**src/gsbc_pkg.sv**
```systemverilog
// Package: shared constants, types and codes of the gyro startup bias calibration block.
`timescale 1ns / 1ps
package gsbc_pkg;

  localparam int SAMPLE_WIDTH = 32;
  localparam int FRAC_BITS    = 16;
  localparam int TIME_WIDTH   = 32;

  localparam int SW = SAMPLE_WIDTH;
  localparam int TW = TIME_WIDTH;

  // Filter coefficients, unsigned with COEF_BITS fraction bits.
  localparam int COEF_BITS = 16;
  localparam logic [COEF_BITS-1:0] COEF_FAST = COEF_BITS'(3277);
  localparam logic [COEF_BITS-1:0] COEF_SLOW = COEF_BITS'(328);

  // Register widths and reset values.
  localparam int THR_W    = 31;
  localparam int MS_W     = 16;
  localparam int CFG_IDX_W = 2;
  localparam int CFG_DATA_W = 32;
  localparam logic [THR_W-1:0] RESET_THRESHOLD = THR_W'(655);
  localparam logic [MS_W-1:0]  RESET_SETTLE    = MS_W'(4100);
  localparam logic [MS_W-1:0]  RESET_TIMEOUT   = MS_W'(15000);

  // Register indexes.
  localparam logic [CFG_IDX_W-1:0] CFG_THRESHOLD = 2'd0;
  localparam logic [CFG_IDX_W-1:0] CFG_SETTLE    = 2'd1;
  localparam logic [CFG_IDX_W-1:0] CFG_TIMEOUT   = 2'd2;

  // Queue depth between stages (power of two).
  localparam int QDEPTH = 2;
  localparam int QPW    = $clog2(QDEPTH);
  localparam int QCW    = $clog2(QDEPTH + 1);

  typedef logic signed [SW-1:0] sample_t;
  typedef sample_t [2:0] vec3_t;
  typedef logic [TW-1:0] stamp_t;

  typedef enum logic [1:0] {
    ST_CAL     = 2'd0,
    ST_STILL   = 2'd1,
    ST_TIMEOUT = 2'd2
  } status_t;

  typedef enum logic [1:0] {
    PH_IDLE = 2'd0,
    PH_CAL  = 2'd1,
    PH_DONE = 2'd2
  } phase_t;

  typedef struct packed {
    logic [THR_W-1:0] threshold;
    logic [MS_W-1:0]  settle;
    logic [MS_W-1:0]  timeout;
  } cfg_t;

  typedef struct packed {
    vec3_t  gyro;
    stamp_t ts;
    logic   first;
  } in_item_t;

  typedef struct packed {
    vec3_t  gyro;
    stamp_t ts;
    logic   first;
    vec3_t  fast;
    vec3_t  slow;
  } filt_item_t;

  typedef struct packed {
    vec3_t   gyro;
    vec3_t   bias;
    status_t status;
  } out_item_t;

endpackage

```
**src/gsbc_out_queue.sv**
```systemverilog
// Result queue: holds finished result beats until they are popped.
`timescale 1ns / 1ps
module gsbc_out_queue import gsbc_pkg::*; (
  input  logic      clk,
  input  logic      rst_n,
  input  logic      push,
  input  out_item_t item_in,
  output logic      full,
  input  logic      pop,
  output logic      empty,
  output out_item_t head
);

  out_item_t      mem_r [QDEPTH];
  logic [QPW-1:0] wr_ptr_r, rd_ptr_r;
  logic [QCW-1:0] cnt_r;
  logic           do_push, do_pop;

  assign full    = (cnt_r == QCW'(QDEPTH));
  assign empty   = (cnt_r == '0);
  assign head    = mem_r[rd_ptr_r];
  assign do_push = push && !full;
  assign do_pop  = pop && !empty;

  always_ff @(posedge clk) begin
    if (!rst_n) begin
      wr_ptr_r <= '0;
      rd_ptr_r <= '0;
      cnt_r    <= '0;
    end else begin
      if (do_push) wr_ptr_r <= wr_ptr_r + 1'b1;
      if (do_pop)  rd_ptr_r <= rd_ptr_r + 1'b1;
      cnt_r <= cnt_r + QCW'(do_push) - QCW'(do_pop);
    end
  end

  always_ff @(posedge clk) begin
    if (do_push) mem_r[wr_ptr_r] <= item_in;
  end

endmodule

```
**config.mk**
```make
export PLATFORM = sky130hd
export DESIGN_NAME = gsbc_out_queue
export DESIGN_NICKNAME = d
export VERILOG_FILES = /design/src/gsbc_pkg.sv /design/src/gsbc_out_queue.sv
export SDC_FILE = /design/constraint.sdc
export NUM_CORES = 1
export LEC_CHECK = 0
export BUFFER_PORTS_ARGS = -buffer_cell sky130_fd_sc_hd__buf_4
export CORE_ASPECT_RATIO = 1.25
export CORE_MARGIN = 3
export CORE_UTILIZATION = 55
export DETAILED_ROUTE_END_ITERATION = 10
export PLACE_DENSITY = 0.82
export SYNTH_ARGS = -nofsm -noshare
export SYNTH_HDL_FRONTEND = slang
export SYNTH_SLANG_ARGS = --single-unit
```
**constraint.sdc**
```tcl
create_clock -name clk -period 19.4 [get_ports clk]
set_input_delay 0 -clock clk [delete_from_list [all_inputs] [get_ports clk]]
set_output_delay 0 -clock clk [all_outputs]
set_load 0.01 [all_outputs]
```
==> impl_metrics.yaml <==
power:
  internal_power_summed_over_all_cells_mw: 1.98
  power.switching_fraction_pct: 27.5
  share_clk_of_total_power_pct: 26.6
  power-per-cell-area_nw_per_um2: 128
  pwr-share-comb_pct: 31.5
  p_leak_nw: 8.37
  switchingPower_mw: 0.751
  peakVddDrop_mv: 0.114
  pwr-share-seq_pct: 41.9
placement:
  portBuffers: 393
  place_ws_ns: 16.36
  placed_cells: 1350
  post-dp-hpwl_um: 20800
  globalplace.congestion: 0.775
critical_path:
  timing.critical_path.from_type: "flip-flop"
  worstReg2RegEnd: "mem_r[0][146]"
  r2r_setup_slack_ns: 16.31
  r2r_path_start: "cnt_r[0]"
  critPathKind: "flip-flop to primary output"
  timing.critical_path.fanout_max: 58
  required_worst_endpoint_ns: 19.40
  worstSetupEndpointType: "primary output"
  critical_path_arrival_ns: 3.48
  r2r_cells: 5
run_status:
  run_status: "completed"
clock_network:
  path_clk_slew_ns: 0.07
  insertion_delay_ns: 0.51
  post_cts_resize_count: 0
  cts-root-to-sink-buffers: 3
  post-cts-setup-buffers: 0
  clock_tree.root_cell: "sky130_fd_sc_hd__clkbuf_16"
  cts_tree: "done"
  ctsHtreeMaxLevel: 2
  cts_buffers: 37
  clkSinkCount: 393
  cts_hold_buf: 197
timing:
  fmaxAchievable_ghz: 0.288
  final-setup-viol-count: 0
  final.setup_skew_ns: 0.0193
  fin_crit_ns: 3.48
  worst_slew_pin_slew_ns: 1.13
  slew-limit-headroom_pct: 24.7
  final_max_slew_viol_count: 0
  post-route-period-util_pct: 17.9
  fin_setup_tns_ns: 0
  finalHoldViolCount: 0
  layout_setup_ws_ns: 15.92
  grt_setup_unrepaired: "false"
floorplan:
  pin_count: 394
  placement_rows: 66
  die_height_um: 190
  core_area_sq_um: 26300
  dieArea_sq_um: 29100
  initial_core_util_pct: 56.6
  die_w_um: 153
detailed_routing:
  sum_of_routed_wire_length_over_all_layers_um: 37500
  drt_iter0_markers: 492
  ant_nets: 0
  via_count: 8379
  detail_route.vias_per_cell: 5.19
  first_pass_iters: 4
  wl_per_cell_um: 23.2
  drt_drc_violations_left: 0
job:
  max_cap_violations: 0
global_route:
  global_route.usage.total_pct: 24.8
  grt_first_pass_wirelength_um: 55200
  grt_start_max_net_pins: 83
  first_global_vias: 9355
  overall_overflow_remaining_after_global_route: 0
  antenna_found_initial: 1
synthesis:
  synth.ff_latch_count: 393
  synth_warnings: 0
  yosys.area_share.adder_pct: 0.168
  post_synth_inst_count: 631
  synth_xor_area_share_pct: 0.118
  synth-compound-area-share_pct: 0.0504
  seq_area_frac_synth_pct: 78.9
  synth.cell_area_sq_um: 14900
  dominant_combinational_cell_family_by_area_after_synthesis: "multiplexers"
  synth-simple-area-share_pct: 0.420
  synth_unique_cells: 19
  post_synth.cell_area_avg_sq_um: 23.6
  mappedNetlistNets: 831
  synthMuxAreaShare_pct: 18.8
final_layout:
  synthToLayoutAreaGrowth_pct: 42.9
  layoutNonFillerInstCount: 1614
  layout.cells.most_common_list: "sky130_fd_sc_hd__buf_4, sky130_fd_sc_hd__edfxtp_1, sky130_fd_sc_hd__dlygate4sd3_1"
  post_route_cells_drive_above_1_share_pct: 51.1
  final_common_cell: "sky130_fd_sc_hd__buf_4"
  number_of_filler_instances_in_the_final_layout: 1213
  final_nets: 1446
min_path:
  hold_crit_depth: 2
  worst_hold_startpoint: "item_in[156]"
  end_of_the_worst_hold_path: "mem_r[0][156]"
  hold_class: "input pin to flip-flop"
[flip-flops by register name, summed over array words and instances (netlist names), named ones only]
| register | count |
|---|---|
| mem_r | 388 |
| wr_ptr_r | 1 |
| cnt_r | 2 |
| rd_ptr_r | 1 |
[worst max-delay path, stage by stage (launching register included)]
cell and delay, ns:
sky130_fd_sc_hd__dfxtp_4 0.58, sky130_fd_sc_hd__buf_4 0.78, sky130_fd_sc_hd__buf_4 0.97, sky130_fd_sc_hd__mux2_4 0.37
sky130_fd_sc_hd__buf_4 0.15
[stage by stage]
step	power [mW]	hold slack (ns)	instance area (sq um)	utilization (%)
after detailed placement	1.97	0.187	18100	68.8
after floorplan	1.67	0.0989	14900	-
final	2.74	0.211	21300	80.9
after global routing	2.83	0.199	21300	80.9
after global placement	1.95	0.185	18100	68.8
after CTS	2.72	0.193	21300	80.9
[routing by layer]
layer | share of wire [%] | up-vias | track usage (%)
met4 | 3.9 | 0 | 9.39
met3 | 5.7 | 98 | 5.05
met5 | 0 | - | 0
met2 | 56 | 372 | 47.6
met1 | 34 | 4174 | 26.7
li1 | - | 3735 | -
[kinds of logic (layout without fill, tap and decap cells)]
kind of cell               Yosys count  count (layout)
xor gates and xnor gates             2               2
AOI/OAI and AO/OA                    1               1
adders and majority gates            2               2
buffers and inverters               25             667
other                                0               1
and+or+nand+nor                     13              13
DFF                                393             393
muxes                              195             195
[power by group through the flow]
stage,clock [mW],sequential (mW),combinational (mW)
after floorplan,0,1.18,0.496
after global placement,0,1.15,0.805
after detailed placement,0,1.16,0.811
after CTS,0.725,1.14,0.850
after global routing,0.770,1.16,0.900
final,0.728,1.15,0.861
[Yosys cell counts (all sizes together)]
library cell    n  share of area (%)
nand2           2              0.050
edfxtp        388                 78
mux2i           1              0.067
and2            2              0.084
nor2            5               0.13
dfxtp           5               0.67
nor3            1              0.034
inv             3              0.076
xor2            1              0.059
buf            22                1.6
xnor2           1              0.059
o21a            1              0.050
mux2          194                 19
ha              2               0.17
nand2b          2              0.084
and3            1              0.042
[how the worst max path moves through the flow]
stage	end	slack [ns]	start
after global placement	mem_r[0][25]	16.37	cnt_r[0]
final	head[51]	15.92	flip-flop
after global routing	head[118]	15.79	flip-flop
after floorplan	mem_r[0][0]	10.02	cnt_r[0]
after detailed placement	mem_r[0][25]	16.36	cnt_r[0]
after CTS	head[60]	15.96	flip-flop
[layout make-up]
type | count | area (sq um) | share of cell area (%)
diodes | 1 | 2.50 | 0.0117
well taps | 340 | 425 | 2.00
inverters | 3 | 11.3 | 0.0529
repair buffers | 598 | 4980 | 23.4
clock buffers | 45 | 998 | 4.69
clock inverters | 21 | 208 | 0.975
flip-flops and latches | 393 | 11800 | 55.2
multi-input cells | 213 | 2920 | 13.7
Power figures use the tool's default switching activity.
