===== src/gsbc_pkg.sv =====
// Package: shared constants, types and codes of the gyro startup bias calibration block.
`timescale 1ns / 1ps
package gsbc_pkg;

  localparam int SAMPLE_WIDTH = 32;
  localparam int FRAC_BITS    = 16;
  localparam int TIME_WIDTH   = 32;

  localparam int SW = SAMPLE_WIDTH;
  localparam int TW = TIME_WIDTH;

  // Filter coefficients, unsigned with COEF_BITS fraction bits.
  localparam int COEF_BITS = 16;
  localparam logic [COEF_BITS-1:0] COEF_FAST = COEF_BITS'(3277);
  localparam logic [COEF_BITS-1:0] COEF_SLOW = COEF_BITS'(328);

  // Register widths and reset values.
  localparam int THR_W    = 31;
  localparam int MS_W     = 16;
  localparam int CFG_IDX_W = 2;
  localparam int CFG_DATA_W = 32;
  localparam logic [THR_W-1:0] RESET_THRESHOLD = THR_W'(655);
  localparam logic [MS_W-1:0]  RESET_SETTLE    = MS_W'(4100);
  localparam logic [MS_W-1:0]  RESET_TIMEOUT   = MS_W'(15000);

  // Register indexes.
  localparam logic [CFG_IDX_W-1:0] CFG_THRESHOLD = 2'd0;
  localparam logic [CFG_IDX_W-1:0] CFG_SETTLE    = 2'd1;
  localparam logic [CFG_IDX_W-1:0] CFG_TIMEOUT   = 2'd2;

  // Queue depth between stages (power of two).
  localparam int QDEPTH = 2;
  localparam int QPW    = $clog2(QDEPTH);
  localparam int QCW    = $clog2(QDEPTH + 1);

  typedef logic signed [SW-1:0] sample_t;
  typedef sample_t [2:0] vec3_t;
  typedef logic [TW-1:0] stamp_t;

  typedef enum logic [1:0] {
    ST_CAL     = 2'd0,
    ST_STILL   = 2'd1,
    ST_TIMEOUT = 2'd2
  } status_t;

  typedef enum logic [1:0] {
    PH_IDLE = 2'd0,
    PH_CAL  = 2'd1,
    PH_DONE = 2'd2
  } phase_t;

  typedef struct packed {
    logic [THR_W-1:0] threshold;
    logic [MS_W-1:0]  settle;
    logic [MS_W-1:0]  timeout;
  } cfg_t;

  typedef struct packed {
    vec3_t  gyro;
    stamp_t ts;
    logic   first;
  } in_item_t;

  typedef struct packed {
    vec3_t  gyro;
    stamp_t ts;
    logic   first;
    vec3_t  fast;
    vec3_t  slow;
  } filt_item_t;

  typedef struct packed {
    vec3_t   gyro;
    vec3_t   bias;
    status_t status;
  } out_item_t;

endpackage


===== src/gsbc_front.sv =====
// Front end: input queue that takes sample beats and marks the first one after reset.
`timescale 1ns / 1ps
module gsbc_front import gsbc_pkg::*; (
  input  logic     clk,
  input  logic     rst_n,
  input  logic     push,
  output logic     full,
  input  in_item_t item_in,
  output logic     fq_valid,
  output in_item_t fq_item,
  input  logic     fq_pop
);

  in_item_t         mem_r [QDEPTH];
  logic [QPW-1:0]   wr_ptr_r, rd_ptr_r;
  logic [QCW-1:0]   cnt_r;
  logic             seen_r;
  logic             do_push, do_pop;
  in_item_t         marked;

  assign full     = (cnt_r == QCW'(QDEPTH));
  assign fq_valid = (cnt_r != '0);
  assign fq_item  = mem_r[rd_ptr_r];
  assign do_push  = push && !full;
  assign do_pop   = fq_pop && fq_valid;

  always_comb begin
    marked       = item_in;
    marked.first = !seen_r;
  end

  always_ff @(posedge clk) begin
    if (!rst_n) begin
      wr_ptr_r <= '0;
      rd_ptr_r <= '0;
      cnt_r    <= '0;
      seen_r   <= 1'b0;
    end else begin
      if (do_push) begin
        wr_ptr_r <= wr_ptr_r + 1'b1;
        seen_r   <= 1'b1;
      end
      if (do_pop) rd_ptr_r <= rd_ptr_r + 1'b1;
      cnt_r <= cnt_r + QCW'(do_push) - QCW'(do_pop);
    end
  end

  always_ff @(posedge clk) begin
    if (do_push) mem_r[wr_ptr_r] <= marked;
  end

endmodule


===== config.mk =====
export PLATFORM = sky130hd
export DESIGN_NAME = gsbc_front
export DESIGN_NICKNAME = d
export VERILOG_FILES = /design/src/gsbc_pkg.sv /design/src/gsbc_front.sv
export SDC_FILE = /design/constraint.sdc
export NUM_CORES = 1
export LEC_CHECK = 0
export BUFFER_PORTS_ARGS = -buffer_cell sky130_fd_sc_hd__buf_2
export CORE_MARGIN = 1.5
export CORE_UTILIZATION = 52
export CTS_CLUSTER_DIAMETER = 80
export DETAILED_ROUTE_END_ITERATION = 16
export PLACE_DENSITY = 0.79
export SLEW_MARGIN = 30
export SYNTH_ARGS = -nofsm -noshare
export SYNTH_HDL_FRONTEND = slang
export SYNTH_SLANG_ARGS = --single-unit

===== constraint.sdc =====
create_clock -name clk -period 9.4 [get_ports clk]
set_clock_uncertainty 0.15 [all_clocks]
set_input_delay 1.88 -clock clk [delete_from_list [all_inputs] [get_ports clk]]
set_output_delay 1.88 -clock clk [all_outputs]
set_load 0.005 [all_outputs]

==> results.py <==
metrics = {
    "floorplanning": {
        "die_area_mm2": 0.0193,
        "die_w_um": 139,
        "die-height_um": 139,
        "coreArea_mm2": 0.0180,
        "io_pins": 264,
        "start_util_pct": 53.4,
        "fp-row-count": 49,
    },
    "synthesis": {
        "ys_ff_latch": 264,
        "syn-cell-area_mm2": 0.00962,
        "syn_nets": 564,
        "ys_seq_area_share_pct": 81.8,
        "ys_types": 18,
        "syn_inst": 429,
        "synth_area_per_cell_um2": 22.4,
        "yosys_warnings": 0,
    },
    "layout": {
        "fin_util_pct": 65.9,
        "layout.nets": 844,
        "drive_gt1_share_pct": 59.2,
        "fill_cells": 1221,
        "synthToLayoutAreaGrowth_pct": 23.5,
    },
    "route": {
        "wl_um": 17000,
        "drt-initial-drc-count": 172,
        "route.detailed.drc": 0,
        "via_per_inst": 5.01,
        "vias": 4809,
        "dr.pass1.iters": 5,
        "antenna_left": 0,
        "routedWlPerCell_um": 17.7,
    },
    "critical_path": {
        "max_stage_delay_ps": 900,
        "critPathKind": "register to output port",
        "timing.rr.start": "cnt_r[0]$_SDFF_PN0_",
        "arrival_ps": 2830,
        "endpoint_kind": "output port",
        "cp.required_ps": 7370,
        "reg2reg_depth": 3,
        "crit_cells": 3,
        "cpLargestDelayFamily": "buffers and inverters",
        "worstPathMaxFanout": 65,
        "startpoint_type": "register",
        "critical-path-slowest-cell": "dfxtp_4",
        "rr_endpoint": "mem_r[1][1]$_DFFE_PP_",
        "cp_num_buf_inv": 2,
        "crit_chain": "buf_4 -> mux2_2 -> buf_2",
        "cp-endpoint": "fq_item[120]",
        "rrSetupSlack_ps": 6860,
    },
    "status": {
        "status": "finished, final reports clean",
    },
    "grt": {
        "grt_pass1_vias": 5215,
        "grt_pass1_wl_um": 26600,
        "grt_max_degree": 83,
        "track_usage_pct": 17.4,
        "antenna_found_initial": 2,
        "overflow": 0,
    },
    "power_and_ir_drop": {
        "p_per_area_mw_per_mm2": 259,
        "p_leak_nw": 4.43,
        "total_power_w": 0.00307,
        "vdd_ir_drop_max_mv": 0.206,
    },
    "timing": {
        "finalSetupTns_ps": 0,
        "final-hold-violation-count": 0,
        "rsz0062_at_grt": "no",
        "setup_viol": 0,
        "clock.fmax_mhz": 206,
        "slew_violations": 0,
        "relSlewSlack_pct": 41.5,
        "fin_crit_ps": 4860,
        "fin_crit_sh_pct": 51.7,
        "tightest_slew_ps": 877,
    },
    "clock_tree": {
        "cts_tree": "built",
        "numCtsBuffers": 26,
        "cts_buffer_depth": 3,
        "cts-root-buf": "clkbuf_16",
        "cts_hold_buf": 0,
        "clkSinkCount": 264,
        "cts_setup_buffers": 0,
        "cts-resized-gates": 0,
        "clock_latency_ps": 500,
        "htree_levels": 1,
        "clkTransAtPathRegs_ps": 60,
    },
    "hold_path": {
        "hold_class": "register to register",
    },
    "flow_run": {
        "cap_violations": 0,
    },
    "placed_design": {
        "io_buffers": 262,
        "dpl.hpwl_um": 11100,
        "place_congestion": 0.796,
    },
}
metal layers:
metal | global-route usage [%] | vias to the layer above | part of all wire (%)
met1 | 20.4 | 2332 | 39
met3 | 5.18 | 31 | 8.1
li1 | - | 2264 | -
met4 | 5.76 | 0 | 2.2
met5 | 0 | - | 0
met2 | 30.7 | 182 | 51
report_power, final:
| group | internal, W | switching (W) |
|---|---|---|
| Sequential | 0.00148 | 0.0000697 |
| Combinational | 0.000323 | 0.000288 |
| Clock | 0.000527 | 0.000385 |
| Total | 0.00233 | 0.000742 |
through the flow:
stage / hold WS (ps) / worst slack (ps) / instance area, um2 / std cells
CTS: 337 / 4480 / 11900 / 957
finish: 335 / 4540 / 11900 / 959
global route: 388 / 4350 / 11900 / 958
global placement: 305 / 5060 / 11100 / 910
floorplan: 294 / 1290 / 9620 / 429
detailed placement: 323 / 5020 / 11100 / 910
worst min-delay path by stage:
stage                            endpoint           startpoint  depth (start not counted)
global route        mem_r[0][0]$_DFFE_PP_  seen_r$_SDFFE_PN0P_                          1
CTS                 mem_r[0][0]$_DFFE_PP_  seen_r$_SDFFE_PN0P_                          1
floorplan           mem_r[0][0]$_DFFE_PP_  seen_r$_SDFFE_PN0P_                          1
global placement    mem_r[1][0]$_DFFE_PP_  seen_r$_SDFFE_PN0P_                          1
detailed placement  mem_r[0][0]$_DFFE_PP_  seen_r$_SDFFE_PN0P_                          1
finish              mem_r[0][0]$_DFFE_PP_  seen_r$_SDFFE_PN0P_                          1
area by class of cell:
cell class / instances / area [um2] / area share (%)
Antenna cell: 2 / 5.00 / 0.0421
Clock inverter: 8 / 38.8 / 0.326
Clock buffer: 39 / 721 / 6.06
Multi-Input combinational cell: 148 / 1600 / 13.5
Sequential cell: 264 / 7870 / 66.2
Timing Repair Buffer: 266 / 1350 / 11.3
Tap cell: 229 / 287 / 2.41
Inverter: 3 / 11.3 / 0.0947
sequential cells by signal, indices dropped and copies added, names as in the netlist, named ones only:
signal	count
mem_r	258
rd_ptr_r	1
cnt_r	2
wr_ptr_r	1
seen_r	1
logic make-up after synthesis:
kind of cell    count (synthesis)  share of synthesized area (%)
flops                         264                           81.8
buf+inv                        17                           1.69
simple gates                   11                          0.637
mux                           130                           15.2
fa+ha+maj                       2                          0.260
xor+xnor                        3                          0.273
compound gates                  2                          0.156
layout by cell type (no fill, tap or decap), drive strengths merged, types with 2 or more instances in the layout:
cell type,count
buf,266
edfxtp,258
mux2,129
clkbuf,39
clkinv,7
dfxtp,6
inv,3
xnor2,3
diode,2
nand2b,2
nand2,2
nor2b,2
and2,2
ha,2
Yosys cell counts:
master      n  area [um2]
edfxtp_1  258        7750
mux2_2    129        1450
buf_6      13         146
dfxtp_1     6         120
inv_1       3        11.3
xnor2_1     3        26.3
and2_1      2        12.5
ha_1        2        25.0
nand2_1     2        7.51
nand2b_1    2        12.5
nor2b_1     2        12.5
a21boi_0    1        7.51
and3_1      1        6.26
buf_2       1        5.00
mux2i_1     1        10.0
nor2_1      1        3.75
o21a_1      1        7.51
or2_2       1        6.26
Power figures use the tool's default switching activity.
