$ cat config.mk
export PLATFORM = sky130hd
export DESIGN_NAME = gsbc_filter
export DESIGN_NICKNAME = d
export VERILOG_FILES = /design/src/gsbc_pkg.sv /design/src/gsbc_filter.sv
export SDC_FILE = /design/constraint.sdc
export NUM_CORES = 2
export LEC_CHECK = 0
export ABC_AREA = 1
export BUFFER_PORTS_ARGS = -buffer_cell sky130_fd_sc_hd__buf_2
export CAP_MARGIN = 20
export CORE_MARGIN = 2
export CORE_UTILIZATION = 55
export CTS_BUF_LIST = sky130_fd_sc_hd__clkbuf_4 sky130_fd_sc_hd__clkbuf_8
export DETAILED_ROUTE_END_ITERATION = 8
export PLACE_DENSITY = 0.79
export REMOVE_ABC_BUFFERS = 1
export SLEW_MARGIN = 15
export SYNTH_ARGS = -nofsm -noshare
export SYNTH_HDL_FRONTEND = slang
export SYNTH_SLANG_ARGS = --single-unit
export TNS_END_PERCENT = 10
$ cat constraint.sdc
create_clock -name clk -period 55 [get_ports clk]
set_input_delay 5.5 -clock clk [delete_from_list [all_inputs] [get_ports clk]]
set_output_delay 5.5 -clock clk [all_outputs]
set_load 0.02 [all_outputs]
$ cat src/gsbc_pkg.sv
// Package: shared constants, types and codes of the gyro startup bias calibration block.
`timescale 1ns / 1ps
package gsbc_pkg;

  localparam int SAMPLE_WIDTH = 32;
  localparam int FRAC_BITS    = 16;
  localparam int TIME_WIDTH   = 32;

  localparam int SW = SAMPLE_WIDTH;
  localparam int TW = TIME_WIDTH;

  // Filter coefficients, unsigned with COEF_BITS fraction bits.
  localparam int COEF_BITS = 16;
  localparam logic [COEF_BITS-1:0] COEF_FAST = COEF_BITS'(3277);
  localparam logic [COEF_BITS-1:0] COEF_SLOW = COEF_BITS'(328);

  // Register widths and reset values.
  localparam int THR_W    = 31;
  localparam int MS_W     = 16;
  localparam int CFG_IDX_W = 2;
  localparam int CFG_DATA_W = 32;
  localparam logic [THR_W-1:0] RESET_THRESHOLD = THR_W'(655);
  localparam logic [MS_W-1:0]  RESET_SETTLE    = MS_W'(4100);
  localparam logic [MS_W-1:0]  RESET_TIMEOUT   = MS_W'(15000);

  // Register indexes.
  localparam logic [CFG_IDX_W-1:0] CFG_THRESHOLD = 2'd0;
  localparam logic [CFG_IDX_W-1:0] CFG_SETTLE    = 2'd1;
  localparam logic [CFG_IDX_W-1:0] CFG_TIMEOUT   = 2'd2;

  // Queue depth between stages (power of two).
  localparam int QDEPTH = 2;
  localparam int QPW    = $clog2(QDEPTH);
  localparam int QCW    = $clog2(QDEPTH + 1);

  typedef logic signed [SW-1:0] sample_t;
  typedef sample_t [2:0] vec3_t;
  typedef logic [TW-1:0] stamp_t;

  typedef enum logic [1:0] {
    ST_CAL     = 2'd0,
    ST_STILL   = 2'd1,
    ST_TIMEOUT = 2'd2
  } status_t;

  typedef enum logic [1:0] {
    PH_IDLE = 2'd0,
    PH_CAL  = 2'd1,
    PH_DONE = 2'd2
  } phase_t;

  typedef struct packed {
    logic [THR_W-1:0] threshold;
    logic [MS_W-1:0]  settle;
    logic [MS_W-1:0]  timeout;
  } cfg_t;

  typedef struct packed {
    vec3_t  gyro;
    stamp_t ts;
    logic   first;
  } in_item_t;

  typedef struct packed {
    vec3_t  gyro;
    stamp_t ts;
    logic   first;
    vec3_t  fast;
    vec3_t  slow;
  } filt_item_t;

  typedef struct packed {
    vec3_t   gyro;
    vec3_t   bias;
    status_t status;
  } out_item_t;

endpackage

$ cat src/gsbc_filter.sv
// Filter stage: fast and slow EMAs on all three axes, one sample a cycle unless stalled.
`timescale 1ns / 1ps
module gsbc_filter import gsbc_pkg::*; (
  input  logic       clk,
  input  logic       rst_n,
  input  logic       fq_valid,
  input  in_item_t   fq_item,
  output logic       fq_pop,
  output logic       s1_valid,
  output filt_item_t s1_item,
  input  logic       s1_pop
);

  localparam int DW = SW + 1;
  localparam int PW = DW + COEF_BITS + 1;
  localparam logic signed [PW-1:0] HALF = PW'(1) << (COEF_BITS - 1);

  logic       v_r;
  vec3_t      gyro_r, fast_r, slow_r;
  stamp_t     ts_r;
  logic       first_r;
  vec3_t      fast_nxt, slow_nxt;

  // One filter step: old + round_half_up((x - old) * coef / 2^COEF_BITS).
  function automatic sample_t step(sample_t x, sample_t old, logic [COEF_BITS-1:0] coef);
    logic signed [DW-1:0] d;
    logic signed [PW-1:0] p;
    logic signed [PW-1:0] q;
    d = $signed({x[SW-1], x}) - $signed({old[SW-1], old});
    p = d * $signed({1'b0, coef});
    q = (p + HALF) >>> COEF_BITS;
    return sample_t'(old + q[SW-1:0]);
  endfunction

  assign fq_pop   = fq_valid && (!v_r || s1_pop);
  assign s1_valid = v_r;

  always_comb begin
    for (int i = 0; i < 3; i++) begin
      // The first sample seeds both filters before its own step.
      fast_nxt[i] = step(fq_item.gyro[i], fq_item.first ? fq_item.gyro[i] : fast_r[i],
                         COEF_FAST);
      slow_nxt[i] = step(fq_item.gyro[i], fq_item.first ? fq_item.gyro[i] : slow_r[i],
                         COEF_SLOW);
    end
  end

  always_comb begin
    s1_item.gyro  = gyro_r;
    s1_item.ts    = ts_r;
    s1_item.first = first_r;
    s1_item.fast  = fast_r;
    s1_item.slow  = slow_r;
  end

  always_ff @(posedge clk) begin
    if (!rst_n) begin
      v_r <= 1'b0;
    end else if (fq_pop) begin
      v_r <= 1'b1;
    end else if (s1_pop) begin
      v_r <= 1'b0;
    end
  end

  always_ff @(posedge clk) begin
    if (fq_pop) begin
      gyro_r  <= fq_item.gyro;
      ts_r    <= fq_item.ts;
      first_r <= fq_item.first;
      fast_r  <= fast_nxt;
      slow_r  <= slow_nxt;
    end
  end

endmodule

==> results_dict.tcl <==
set metrics [dict create \
    cp-end-kind "flop" \
    syn_area_um2 68400 \
    drv_cap 0 \
    cp_slowest_cell "buf_4" \
    grt_pass1_wl_um 341000 \
    die_height_um 357 \
    path_clk_slew_ps 60 \
    synth_cells 8914 \
    syn_avg_cell_area_um2 7.68 \
    setup_violations 0 \
    min_path_cells 2 \
    synth-async-reset-ratio 0 \
    ctsResizeCount 0 \
    rows 129 \
    fin_skew_ps 36.9 \
    slowest_delay_ps 640 \
    clock_path_buffers 3 \
    cts_tree "yes" \
    hold_buffers 0 \
    gp_congestion 1.03 \
    area_growth_pct 8.03 \
    slew-limit-headroom 0.334 \
    rsz0062_at_grt "false" \
    fmax_ghz 0.0625 \
    cts_made_buffers 59 \
    reg2regPathDepth 43 \
    drc 0 \
    synth_edf_count 321 \
    ios 456 \
    tns_ps 0 \
    synth_warnings 0 \
    status "complete, no violations" \
    hold_viol 0 \
    ys_seq_area_frac 0.141 \
    cp-start-kind "input pin" \
    grt_max_degree 123 \
    fp.dieW_um 357 \
    synth_ff_type "edfxtp_1" \
    grt-ovfl-total 0 \
    drive_gt1_frac 0.0784 \
    tightest_slew_ps 999 \
    routed_wl_um 222000 \
    period_needed_ps 16010 \
    initialDrtViolationCount 5526 \
    grt_antenna_before_repair 0 \
    routed-via-count 62100 \
    layout_common_cells "1835 x inv_1, 1513 x nand2_1, 1215 x ha_1" \
    portBuffers 455 \
    final_common_cell "inv_1" \
    antenna_left 0 \
    post_synth_num_cell_types 70 \
    ys_seq_elements 322 \
    final_nets 11300 \
    htreeDepth 2 \
    cp_common_cell "nand2_1" \
    via_per_inst 5.60 \
    crit_path_max_fanout 51 \
    path_class "input pin to flop" \
    start_util 0.554 \
    period_share 0.291 \
    grt_pass1_vias 60900 \
    wl_per_cell_um 20.1 \
    clock_sinks 322 \
    clk_latency_ps 780 \
    arrival_ps 16530 \
    dr.pass1.iters 9 \
    diodes 0 \
    design.core.area_um2 124000 \
    dieArea_um2 127000 \
    slew_violations 0 \
    root_buffer "clkbuf_8" \
    hold_path_class "flop to flop" \
    dp_hpwl_um 194000 \
    required_ps 55520 \
    grt_usage 0.343 \
    cts_setup_buffers 0 \
]
cell type report:
| class | count | area [um2] |
|---|---|---|
| clock buffers | 75 | 938 |
| clock inverters | 28 | 293 |
| fillers | 11600 | 49700 |
| inverters | 1847 | 6940 |
| multi-input cells | 6700 | 51700 |
| flip-flops and latches | 322 | 9660 |
| well taps | 1637 | 2050 |
| repair buffers | 466 | 2370 |
through the flow:
step                utilization  setup WS, ps  std cells  area [um2]  hold WS (ps)
finish                    0.598         38990      11100       73900           534
global placement          0.588         38740      11000       72700           504
CTS                       0.598         39430      11100       73900           535
detailed placement        0.588         38590      11000       72700           529
floorplan                     -         28300       8869       68300           556
global route              0.598         38500      11100       73900           568
cell families after synthesis:
group / share of synthesized area
AO/OA/AOI/OAI: 0.136
XOR/XNOR: 0.0801
adder cells (fa/ha/maj): 0.371
buffers and inverters: 0.104
flip-flops: 0.141
multiplexers: 0.000165
AND/OR/NAND/NOR: 0.168
worst paths after layout:
| path | endpoint | slack (ps) | from |
|---|---|---|---|
| setup / recovery | s1_item[127]$_DFFE_PP_ | 38990 | fq_item[0] |
| hold reg to reg | s1_valid$_SDFFE_PN0P_ | 530 | s1_valid$_SDFFE_PN0P_ |
| hold / removal | s1_valid$_SDFFE_PN0P_ | 530 | s1_valid$_SDFFE_PN0P_ |
| setup reg to reg | s1_item[127]$_DFFE_PP_ | 44780 | s1_item[96]$_DFFE_PP_ |
routing by layer:
metal  up-vias  GRT usage  part of all wire
met1     29000      0.461              0.43
li1      30100          -                 -
met5         -          0                 0
met3       437     0.0459             0.074
met2      2472      0.559              0.45
met4         0      0.138             0.046
critical path: cells and delay by family:
| kind | cells | cell delay (ps) |
|---|---|---|
| and+or+nand+nor | 20 | 3340 |
| xor gates and xnor gates | 3 | 450 |
| AOI/OAI and AO/OA | 6 | 1790 |
| adders and majority gates | 10 | 3720 |
| buffers and inverters | 7 | 1660 |
synth_stat cells, types with 11 or more instances:
| cell | instances | area (um2) |
|---|---|---|
| nand4_1 | 74 | 463 |
| nand3b_1 | 28 | 210 |
| clkbuf_1 | 38 | 143 |
| ha_1 | 1215 | 15200 |
| xor2_1 | 415 | 3630 |
| a21o_1 | 71 | 533 |
| a21boi_1 | 11 | 82.6 |
| nand2_2 | 44 | 275 |
| a21boi_0 | 28 | 210 |
| edfxtp_1 | 321 | 9640 |
| a21oi_1 | 878 | 4390 |
| o21a_1 | 41 | 308 |
| a211oi_1 | 13 | 97.6 |
| nand2_1 | 1513 | 5680 |
| o21ai_1 | 50 | 250 |
| o221a_2 | 11 | 124 |
| fa_1 | 508 | 10200 |
| inv_1 | 1836 | 6890 |
| a31oi_1 | 55 | 344 |
| nor2_2 | 26 | 163 |
| nor4_1 | 30 | 188 |
| xor2_2 | 16 | 260 |
| o21bai_1 | 59 | 443 |
| a221oi_1 | 13 | 114 |
| nor3_1 | 79 | 395 |
| xnor2_1 | 168 | 1470 |
| nor2_1 | 598 | 2240 |
| o211ai_1 | 16 | 120 |
| o21ai_0 | 351 | 1760 |
| nand3_1 | 259 | 1300 |
| o221ai_1 | 12 | 105 |
sequential cells by signal (all words and copies together), names as in the netlist:
| register | flops |
|---|---|
| ts_r | 32 |
| s1_valid | 1 |
| first_r | 1 |
| s1_item | 288 |
Power is not shown: default switching activity piles up to over one toggle a cycle in this logic, so the estimate is an artifact.
