**src/gsbc_pkg.sv**
```systemverilog
// Package: shared constants, types and codes of the gyro startup bias calibration block.
`timescale 1ns / 1ps
package gsbc_pkg;

  localparam int SAMPLE_WIDTH = 32;
  localparam int FRAC_BITS    = 16;
  localparam int TIME_WIDTH   = 32;

  localparam int SW = SAMPLE_WIDTH;
  localparam int TW = TIME_WIDTH;

  // Filter coefficients, unsigned with COEF_BITS fraction bits.
  localparam int COEF_BITS = 16;
  localparam logic [COEF_BITS-1:0] COEF_FAST = COEF_BITS'(3277);
  localparam logic [COEF_BITS-1:0] COEF_SLOW = COEF_BITS'(328);

  // Register widths and reset values.
  localparam int THR_W    = 31;
  localparam int MS_W     = 16;
  localparam int CFG_IDX_W = 2;
  localparam int CFG_DATA_W = 32;
  localparam logic [THR_W-1:0] RESET_THRESHOLD = THR_W'(655);
  localparam logic [MS_W-1:0]  RESET_SETTLE    = MS_W'(4100);
  localparam logic [MS_W-1:0]  RESET_TIMEOUT   = MS_W'(15000);

  // Register indexes.
  localparam logic [CFG_IDX_W-1:0] CFG_THRESHOLD = 2'd0;
  localparam logic [CFG_IDX_W-1:0] CFG_SETTLE    = 2'd1;
  localparam logic [CFG_IDX_W-1:0] CFG_TIMEOUT   = 2'd2;

  // Queue depth between stages (power of two).
  localparam int QDEPTH = 2;
  localparam int QPW    = $clog2(QDEPTH);
  localparam int QCW    = $clog2(QDEPTH + 1);

  typedef logic signed [SW-1:0] sample_t;
  typedef sample_t [2:0] vec3_t;
  typedef logic [TW-1:0] stamp_t;

  typedef enum logic [1:0] {
    ST_CAL     = 2'd0,
    ST_STILL   = 2'd1,
    ST_TIMEOUT = 2'd2
  } status_t;

  typedef enum logic [1:0] {
    PH_IDLE = 2'd0,
    PH_CAL  = 2'd1,
    PH_DONE = 2'd2
  } phase_t;

  typedef struct packed {
    logic [THR_W-1:0] threshold;
    logic [MS_W-1:0]  settle;
    logic [MS_W-1:0]  timeout;
  } cfg_t;

  typedef struct packed {
    vec3_t  gyro;
    stamp_t ts;
    logic   first;
  } in_item_t;

  typedef struct packed {
    vec3_t  gyro;
    stamp_t ts;
    logic   first;
    vec3_t  fast;
    vec3_t  slow;
  } filt_item_t;

  typedef struct packed {
    vec3_t   gyro;
    vec3_t   bias;
    status_t status;
  } out_item_t;

endpackage

```
**src/gsbc_decide.sv**
```systemverilog
// Decision stage: motion check, settle and timeout timers, bias freeze and bias removal.
`timescale 1ns / 1ps
module gsbc_decide import gsbc_pkg::*; (
  input  logic       clk,
  input  logic       rst_n,
  input  cfg_t       cfg,
  input  logic       s1_valid,
  input  filt_item_t s1_item,
  output logic       s1_pop,
  input  logic       oq_full,
  output logic       oq_push,
  output out_item_t  oq_item
);

  localparam int DW = SW + 1;
  localparam int GW = (DW > THR_W) ? DW : THR_W;
  localparam sample_t SMAX = {1'b0, {(SW-1){1'b1}}};
  localparam sample_t SMIN = {1'b1, {(SW-1){1'b0}}};

  phase_t  phase_r, phase_nxt;
  vec3_t   bias_r, bias_nxt;
  stamp_t  still_start_r, still_start_nxt;
  stamp_t  phase_start_r, phase_start_nxt;
  logic    timeout_r, timeout_nxt;

  logic    restart, timed, settled, done;
  stamp_t  ss_eff, ps_eff, still_for, running_for;
  logic signed [DW-1:0] gap_d, sub_d;
  logic [DW-1:0] gap_mag;

  assign s1_pop  = s1_valid && !oq_full;
  assign oq_push = s1_pop;

  always_comb begin
    restart = 1'b0;
    for (int i = 0; i < 3; i++) begin
      gap_d   = $signed({s1_item.slow[i][SW-1], s1_item.slow[i]})
              - $signed({s1_item.fast[i][SW-1], s1_item.fast[i]});
      gap_mag = gap_d[DW-1] ? DW'(-gap_d) : DW'(gap_d);
      if (GW'(gap_mag) > GW'(cfg.threshold)) restart = 1'b1;
    end

    ss_eff      = s1_item.first ? s1_item.ts : still_start_r;
    ps_eff      = s1_item.first ? s1_item.ts : phase_start_r;
    still_for   = restart ? '0 : stamp_t'(s1_item.ts - ss_eff);
    running_for = stamp_t'(s1_item.ts - ps_eff);
    timed       = running_for > TW'(cfg.timeout);
    settled     = still_for > TW'(cfg.settle);
    done        = timed || settled;

    phase_nxt       = phase_r;
    bias_nxt        = bias_r;
    still_start_nxt = still_start_r;
    phase_start_nxt = phase_start_r;
    timeout_nxt     = timeout_r;
    sub_d           = '0;
    oq_item.gyro    = s1_item.gyro;
    oq_item.bias    = bias_r;
    oq_item.status  = timeout_r ? ST_TIMEOUT : ST_STILL;

    case (phase_r)
      PH_IDLE, PH_CAL: begin
        bias_nxt        = s1_item.slow;
        still_start_nxt = restart ? s1_item.ts : ss_eff;
        phase_start_nxt = ps_eff;
        oq_item.bias    = s1_item.slow;
        if (done) begin
          phase_nxt      = PH_DONE;
          timeout_nxt    = timed;
          oq_item.status = timed ? ST_TIMEOUT : ST_STILL;
        end else begin
          phase_nxt      = PH_CAL;
          oq_item.status = ST_CAL;
        end
      end
      default: begin
        // Remove the frozen bias, saturate on overflow.
        for (int i = 0; i < 3; i++) begin
          sub_d = $signed({s1_item.gyro[i][SW-1], s1_item.gyro[i]})
                - $signed({bias_r[i][SW-1], bias_r[i]});
          if (sub_d[DW-1] != sub_d[DW-2]) oq_item.gyro[i] = sub_d[DW-1] ? SMIN : SMAX;
          else oq_item.gyro[i] = sub_d[SW-1:0];
        end
      end
    endcase
  end

  always_ff @(posedge clk) begin
    if (!rst_n) begin
      phase_r   <= PH_IDLE;
      bias_r    <= '0;
      timeout_r <= 1'b0;
    end else if (s1_pop) begin
      phase_r   <= phase_nxt;
      bias_r    <= bias_nxt;
      timeout_r <= timeout_nxt;
    end
  end

  always_ff @(posedge clk) begin
    if (s1_pop) begin
      still_start_r <= still_start_nxt;
      phase_start_r <= phase_start_nxt;
    end
  end

endmodule

```
**config.mk**
```make
export PLATFORM = sky130hd
export DESIGN_NAME = gsbc_decide
export DESIGN_NICKNAME = d
export VERILOG_FILES = /design/src/gsbc_pkg.sv /design/src/gsbc_decide.sv
export SDC_FILE = /design/constraint.sdc
export NUM_CORES = 1
export LEC_CHECK = 0
export BUFFER_PORTS_ARGS = -buffer_cell sky130_fd_sc_hd__buf_2
export CAP_MARGIN = 20
export CELL_PAD_IN_SITES_DETAIL_PLACEMENT = 0
export CELL_PAD_IN_SITES_GLOBAL_PLACEMENT = 1
export CORE_MARGIN = 2
export CORE_UTILIZATION = 42
export CTS_CLUSTER_DIAMETER = 80
export DETAILED_ROUTE_END_ITERATION = 10
export GPL_TIMING_DRIVEN = 0
export PLACE_DENSITY = 0.93
export SLEW_MARGIN = 40
export SYNTH_ARGS = -nofsm -noshare
export SYNTH_HDL_FRONTEND = slang
export SYNTH_SLANG_ARGS = --single-unit
export TNS_END_PERCENT = 100
```
**constraint.sdc**
```tcl
create_clock -name clk -period 8.81 [get_ports clk]
set_input_delay 0 -clock clk [delete_from_list [all_inputs] [get_ports clk]]
set_output_delay 0 -clock clk [all_outputs]
set_load 0.02 [all_outputs]
```
==> results_dict.tcl, run 1 <==
set metrics [dict create \
    status "finished clean" \
    p_sw_share_pct 49.8 \
    std_cell_rows 98 \
    clock-sinks 162 \
    path_clk_slew_ns 0.08 \
    pre_cts_ws_ns -0.203 \
    drtPass1Iterations 7 \
    finalWorstSetupSlack_ns 0.231 \
    layout_min_cycle_time_ns 8.58 \
    report.final.slew_viol_count 0 \
    h-tree-depth 4 \
    critPathArrivalTime_ns 8.58 \
    switchingPower_mw 2.42 \
    worstPathRequired_ns 8.81 \
    crit_path_end_kind "output port" \
    setup_tns_ns 0 \
    drive_gt1_share_pct 17.8 \
    hold_path.class "primary input to flip-flop" \
    cp_max_fo 10 \
    synth.area.top_cells "ha_1 16%, dfxtp_1 6.5%, edfxtp_1 6.4%" \
    dpl_cell_area_sq_mm 0.0342 \
    yosysMostFrequentCell "nand2_1" \
    worst_slew_pin_slew_ns 0.908 \
    max_stage_delay_ns 0.40 \
    max_freq_mhz 117 \
    ys_warn_count 0 \
    endpoint "oq_item[0]" \
    clk_latency_ns 0.51 \
    via_count 34200 \
    synth.largest_area_cell "ha_1" \
    critical_path.top_delay_family "compound AO/OA/AOI/OAI gates" \
    grt_overflow 0 \
    netlist.area_leader.share_pct 16.1 \
    ys.flop_type "dfxtp_1" \
    crit_buf_inv 6 \
    drc 0 \
    worstSetupStartpointType "primary input" \
    ys_types 108 \
    synth.yosys.seq_area_share_pct 12.9 \
    vdd_drop_max_v 0.000116 \
    async_flop_share_pct 0 \
    p_comb_share_pct 64.6 \
    start_util_pct 42.2 \
    grt_use_total_pct 32.4 \
    crit_slowest_cell "a221o_1" \
    crit_path_start "s1_item[64]" \
    ff2ff_path_depth 24 \
    final_hold_viol_count 0 \
    worst-r2r-setup-slack_ns 2.96 \
    core_region_area_sq_mm 0.0711 \
    p_per_area_mw_per_mm2 133 \
    syn_nets 4952 \
    seqPwrFrac_pct 17.6 \
    area_growth_pct 21.6 \
    numPortBuffers 581 \
    synthTopCellsByCount "481 x nand2_1, 405 x inv_1, 386 x ha_1" \
    p_leak_nw 16.5 \
    r2r_end "timeout_r" \
    p_int_mw 2.44 \
    grt_max_degree 41 \
    viasPerCell 5.81 \
    maxSlewHeadroom_pct 38.5 \
    synth.avg_cell_area_sq_um 7.20 \
    r2r-start "phase_start_r[0]" \
    die_area_sq_mm 0.0736 \
    synth_area_sq_mm 0.0300 \
    root_buffer "clkbuf_16" \
    drtIter0Drc 2789 \
    cts_buffers 17 \
    die_w_um 271 \
    routed_wl_mm 127 \
    chipHeight_um 271 \
    critical_path_class "primary input to output port" \
    nets 5694 \
    netlist_instances 4170 \
    fin_crit_sh_pct 97.4 \
    final_area_sq_mm 0.0365 \
    fin_worst_skew_ns 0.0176 \
    grt_pass1_vias 31100 \
    gp_congestion 1.00 \
    wl_per_cell_um 21.5 \
    cap_violations 0 \
    hpwl_mm 105 \
    synth_edf_count 64 \
    synth_seq_cells 162 \
    cts_tree "done" \
    drtAntennaViolNets 0 \
    cp.depth 46 \
    finalSetupViolCount 0 \
    ios 584 \
    clockBufferDepth 2 \
    antenna_found_initial 15 \
    clockPowerShare_pct 17.8 \
    grt_first_pass_wirelength_mm 184 \
]
==> registers in the layout (all words and copies together) (netlist names) <==
name and cells:
bias_r 96, timeout_r 1, phase_r 1, still_start_r 32, phase_start_r 32
==> metrics by stage <==
| step | power, mW | hold WS (ns) | cells | util, % |
|---|---|---|---|---|
| after floorplan | 2.94 | 0.0973 | 4170 | - |
| after global placement | 3.80 | 0.266 | 5701 | 48.0 |
| after detailed placement | 3.84 | 0.285 | 5705 | 48.1 |
| after CTS | 4.77 | 0.0464 | 5867 | 50.9 |
| after global routing | 5.17 | 0.0882 | 5881 | 51.3 |
| final | 4.86 | 0.101 | 5887 | 51.3 |
==> layer usage <==
| metal | GRT usage, % | share of wire [%] | vias to the layer above | routed length [um] |
|---|---|---|---|---|
| met1 | 41.1 | 42 | 15900 | 53200 |
| met4 | 16.1 | 5.7 | 4 | 7190 |
| li1 | - | - | 16600 | - |
| met2 | 53.5 | 45 | 1429 | 57200 |
| met5 | 0 | 0.018 | - | 23 |
| met3 | 4.83 | 7.1 | 305 | 9050 |
==> layout make-up <==
type | instances | area (sq um)
Buffer | 169 | 728
Clock buffer | 17 | 425
Fill cell | 7199 | 34600
Multi-Input combinational cell | 3431 | 24200
Timing Repair Buffer | 724 | 4330
Clock inverter | 15 | 220
Tap cell | 950 | 1190
Inverter | 407 | 1530
Antenna cell | 12 | 30.0
Sequential cell | 162 | 3880
==> power groups by stage <==
stage	registers (mW)	logic (mW)	clock network, mW
floorplan	0.861	2.08	0
global placement	0.870	2.93	0
detailed placement	0.870	2.97	0
CTS	0.852	3.04	0.878
global route	0.857	3.41	0.902
finish	0.853	3.14	0.864
==> timing repair <==
action	in CTS	in global routing
resized for setup	3	55
pin swaps	0	12
setup buffers	1	9
endpoints found under the setup margin	1	3
hold endpoints to repair	157	0
hold buffers	129	0
==> how the worst min path moves through the flow <==
| stage | startpoint | to | slack, ns | cells past startpoint |
|---|---|---|---|---|
| after detailed placement | s1_item[64] | bias_r[64] | 0.28 | 3 |
| after global placement | s1_item[64] | bias_r[64] | 0.27 | 3 |
| final | s1_valid | phase_r[1] | 0.10 | 4 |
| after global routing | s1_valid | phase_r[1] | 0.09 | 4 |
| after floorplan | oq_full | oq_push | 0.1 | 1 |
| after CTS | s1_valid | phase_r[1] | 0.05 | 4 |
==> cells by family after synthesis <==
group,count (synthesis),share of synthesized area (%)
AOI/OAI and AO/OA,1342,29.9
xor gates and xnor gates,245,7.22
adders and majority gates,394,16.6
buffers and inverters,577,7.41
DFF,162,12.9
muxes,134,4.86
and+or+nand+nor,1316,21.0
==> worst reg2reg max path: cells and delay by family, from the launching register on <==
family | cells | cell delay (ns)
and+or+nand+nor | 5 | 1.10
adders and majority gates | 3 | 0.91
DFF | 1 | 0.33
xor gates and xnor gates | 1 | 0.15
buffers and inverters | 2 | 0.09
AOI/OAI and AO/OA | 13 | 3.12
==> cell usage in the layout (no fill, tap or decap), types with 42 or more instances in the layout <==
cell / instances
a211oi_1: 42
a21boi_0: 116
a21o_1: 134
a21oi_1: 335
a31oi_1: 56
and3_1: 43
buf_2: 592
clkbuf_1: 120
dfxtp_1: 98
dlygate4sd3_1: 129
edfxtp_1: 64
ha_1: 386
inv_1: 405
mux2_2: 95
nand2_1: 481
nand2b_1: 61
nand3_1: 67
nand4_1: 65
nor2_1: 282
nor2b_1: 50
nor3_1: 87
o211ai_1: 60
o21a_1: 99
o21ai_0: 210
xnor2_1: 156
xor2_1: 81
No activity file was read; power rests on OpenSTA's default activity.
==> run 2, diff against run 1 <==
==> constraint.sdc (replaced) <==
create_clock -name clk -period 8.73 [get_ports clk]
set_input_delay 0 -clock clk [delete_from_list [all_inputs] [get_ports clk]]
set_output_delay 0 -clock clk [all_outputs]
set_load 0.02 [all_outputs]
==> run 2 against run 1 <==
Sequential power up 0.8%. Register-to-register slack worse by 0.10 ns. Combinational power about the same. Wire length about the same. Power up 0.99%. Hold slack better by 0.0015 ns. Utilization about the same. First-iteration DRC count down 4.3%. Clock power up 1%.
==> results_dict.tcl, run 2 (synthesis gave the netlist of run 1 again) <==
set metrics [dict create \
    status "finished clean" \
    p_leak_nw 16.6 \
    worst-r2r-setup-slack_ns 2.86 \
    grt_max_degree 41 \
    hpwl_mm 105 \
    chipHeight_um 271 \
    layout_commonest_cell "buf_2" \
    power_mw 4.90 \
    worstPathRequired_ns 8.73 \
    worstSetupStartpointType "primary input" \
    r2r-start "phase_start_r[0]" \
    cp_max_fo 10 \
    pre_cts_ws_ns -0.283 \
    crit_path_start "s1_item[64]" \
    final_hold_viol_count 0 \
    p_per_area_mw_per_mm2 134 \
    start_util_pct 42.2 \
    die_w_um 271 \
    fill_cells 7196 \
    vdd_drop_max_v 0.000116 \
    worst_path_most_repeated_cell "o21a_1" \
    nets 5695 \
    via_count 34300 \
    drc 0 \
    final_util_pct 51.4 \
    path_clk_slew_ns 0.08 \
    std_cell_rows 98 \
    fin_crit_sh_pct 97.4 \
    layout_min_cycle_time_ns 8.51 \
    root_buffer "clkbuf_16" \
    ios 584 \
    finalSetupViolCount 0 \
    critical_path_class "primary input to output port" \
    dpl_cell_area_sq_mm 0.0342 \
    drtAntennaViolNets 0 \
    routed_wl_mm 127 \
    report.final.slew_viol_count 0 \
    timing.hold.ws_ns 0.102 \
    wl_per_cell_um 21.5 \
    crit_slowest_cell "fa_1" \
    max_freq_mhz 118 \
    register_area_sq_mm 0.00388 \
    hold_path.class "primary input to flip-flop" \
    grt_pass1_vias 31100 \
    cts_tree "done" \
    hold_start "s1_valid" \
    clockBufferDepth 2 \
    viasPerCell 5.83 \
    h-tree-depth 4 \
    drtPass1Iterations 6 \
    critPathArrivalTime_ns 8.51 \
    largest-register "bias_r" \
    crit_path_end_kind "output port" \
    grt_overflow 0 \
    numPortBuffers 581 \
    layout_common_cells "592 x buf_2, 481 x nand2_1, 405 x inv_1" \
    clk_latency_ns 0.51 \
    drive_gt1_share_pct 17.9 \
    final_area_sq_mm 0.0365 \
    finalWorstSetupSlack_ns 0.223 \
    gp_congestion 1.00 \
    clock-sinks 162 \
    die_area_sq_mm 0.0736 \
    grt_first_pass_wirelength_mm 184 \
    reg_top3 "bias_r x96, phase_start_r x32, still_start_r x32" \
    multi_input_area_sq_mm 0.0242 \
    cap_violations 0 \
    fin_worst_skew_ns 0.0173 \
    max_stage_delay_ns 0.39 \
    cts_buffers 17 \
    core_region_area_sq_mm 0.0711 \
    antenna_found_initial 15 \
    grt_use_total_pct 32.4 \
    area_growth_pct 21.7 \
    maxSlewHeadroom_pct 34.7 \
    largest_reg_flops 96 \
    worst_slew_pin_slew_ns 0.974 \
    drtIter0Drc 2668 \
]
[run 2: area by class of cell]
class                      instances  share of cell area [%]
sequential                       162                    10.6
clock inverter                    15                   0.603
antenna                           10                  0.0685
clock buffer                      17                    1.16
multi-input combinational       3431                    66.2
tap                              950                    3.25
buffer                           169                    2.00
inverter                         407                    4.18
timing repair buffer             725                    11.9
[run 2: timing repair]
item / CTS / global route
buffers inserted: 1 / 10
pin swaps: 0 / 14
gates resized for setup: 5 / 60
setup endpoints to repair: 1 / 3
endpoints found under the hold margin: 157 / 0
hold buffers: 129 / 0
[run 2: final timing paths]
check             cells after the start          to
hold / removal                        4  phase_r[1]
setup / recovery                     46  oq_item[0]
hold reg to reg                       2  bias_r[30]
setup reg to reg                     24   timeout_r
[run 2: layer usage]
metal  track usage (%)  vias up  share of wire [%]
met4              16.1        4                5.4
li1                  -    16600                  -
met1              41.1    15900                 42
met2              53.6     1483                 45
met5                 0        -              0.018
met3              4.82      313                7.3
[run 2: report_power, final]
| part | total (mW) | switching, mW | internal [mW] |
|---|---|---|---|
| Sequential | 0.860 | 0.0243 | 0.836 |
| Clock | 0.873 | 0.468 | 0.404 |
| Combinational | 3.17 | 1.95 | 1.22 |
[run 2: stage by stage]
step	setup TNS, ns	std cells
after floorplan	0	4170
after CTS	0	5867
final	0	5886
after detailed placement	-0.778	5705
after global routing	-0.0395	5882
after global placement	-0.685	5701
[run 2: critical path, delay by kind of cell]
| kind | cells | cell delay (ns) |
|---|---|---|
| fa+ha+maj | 4 | 1.15 |
| buf+inv | 6 | 0.82 |
| xor+xnor | 2 | 0.56 |
| compound gates | 23 | 4.17 |
| simple gates | 11 | 1.77 |
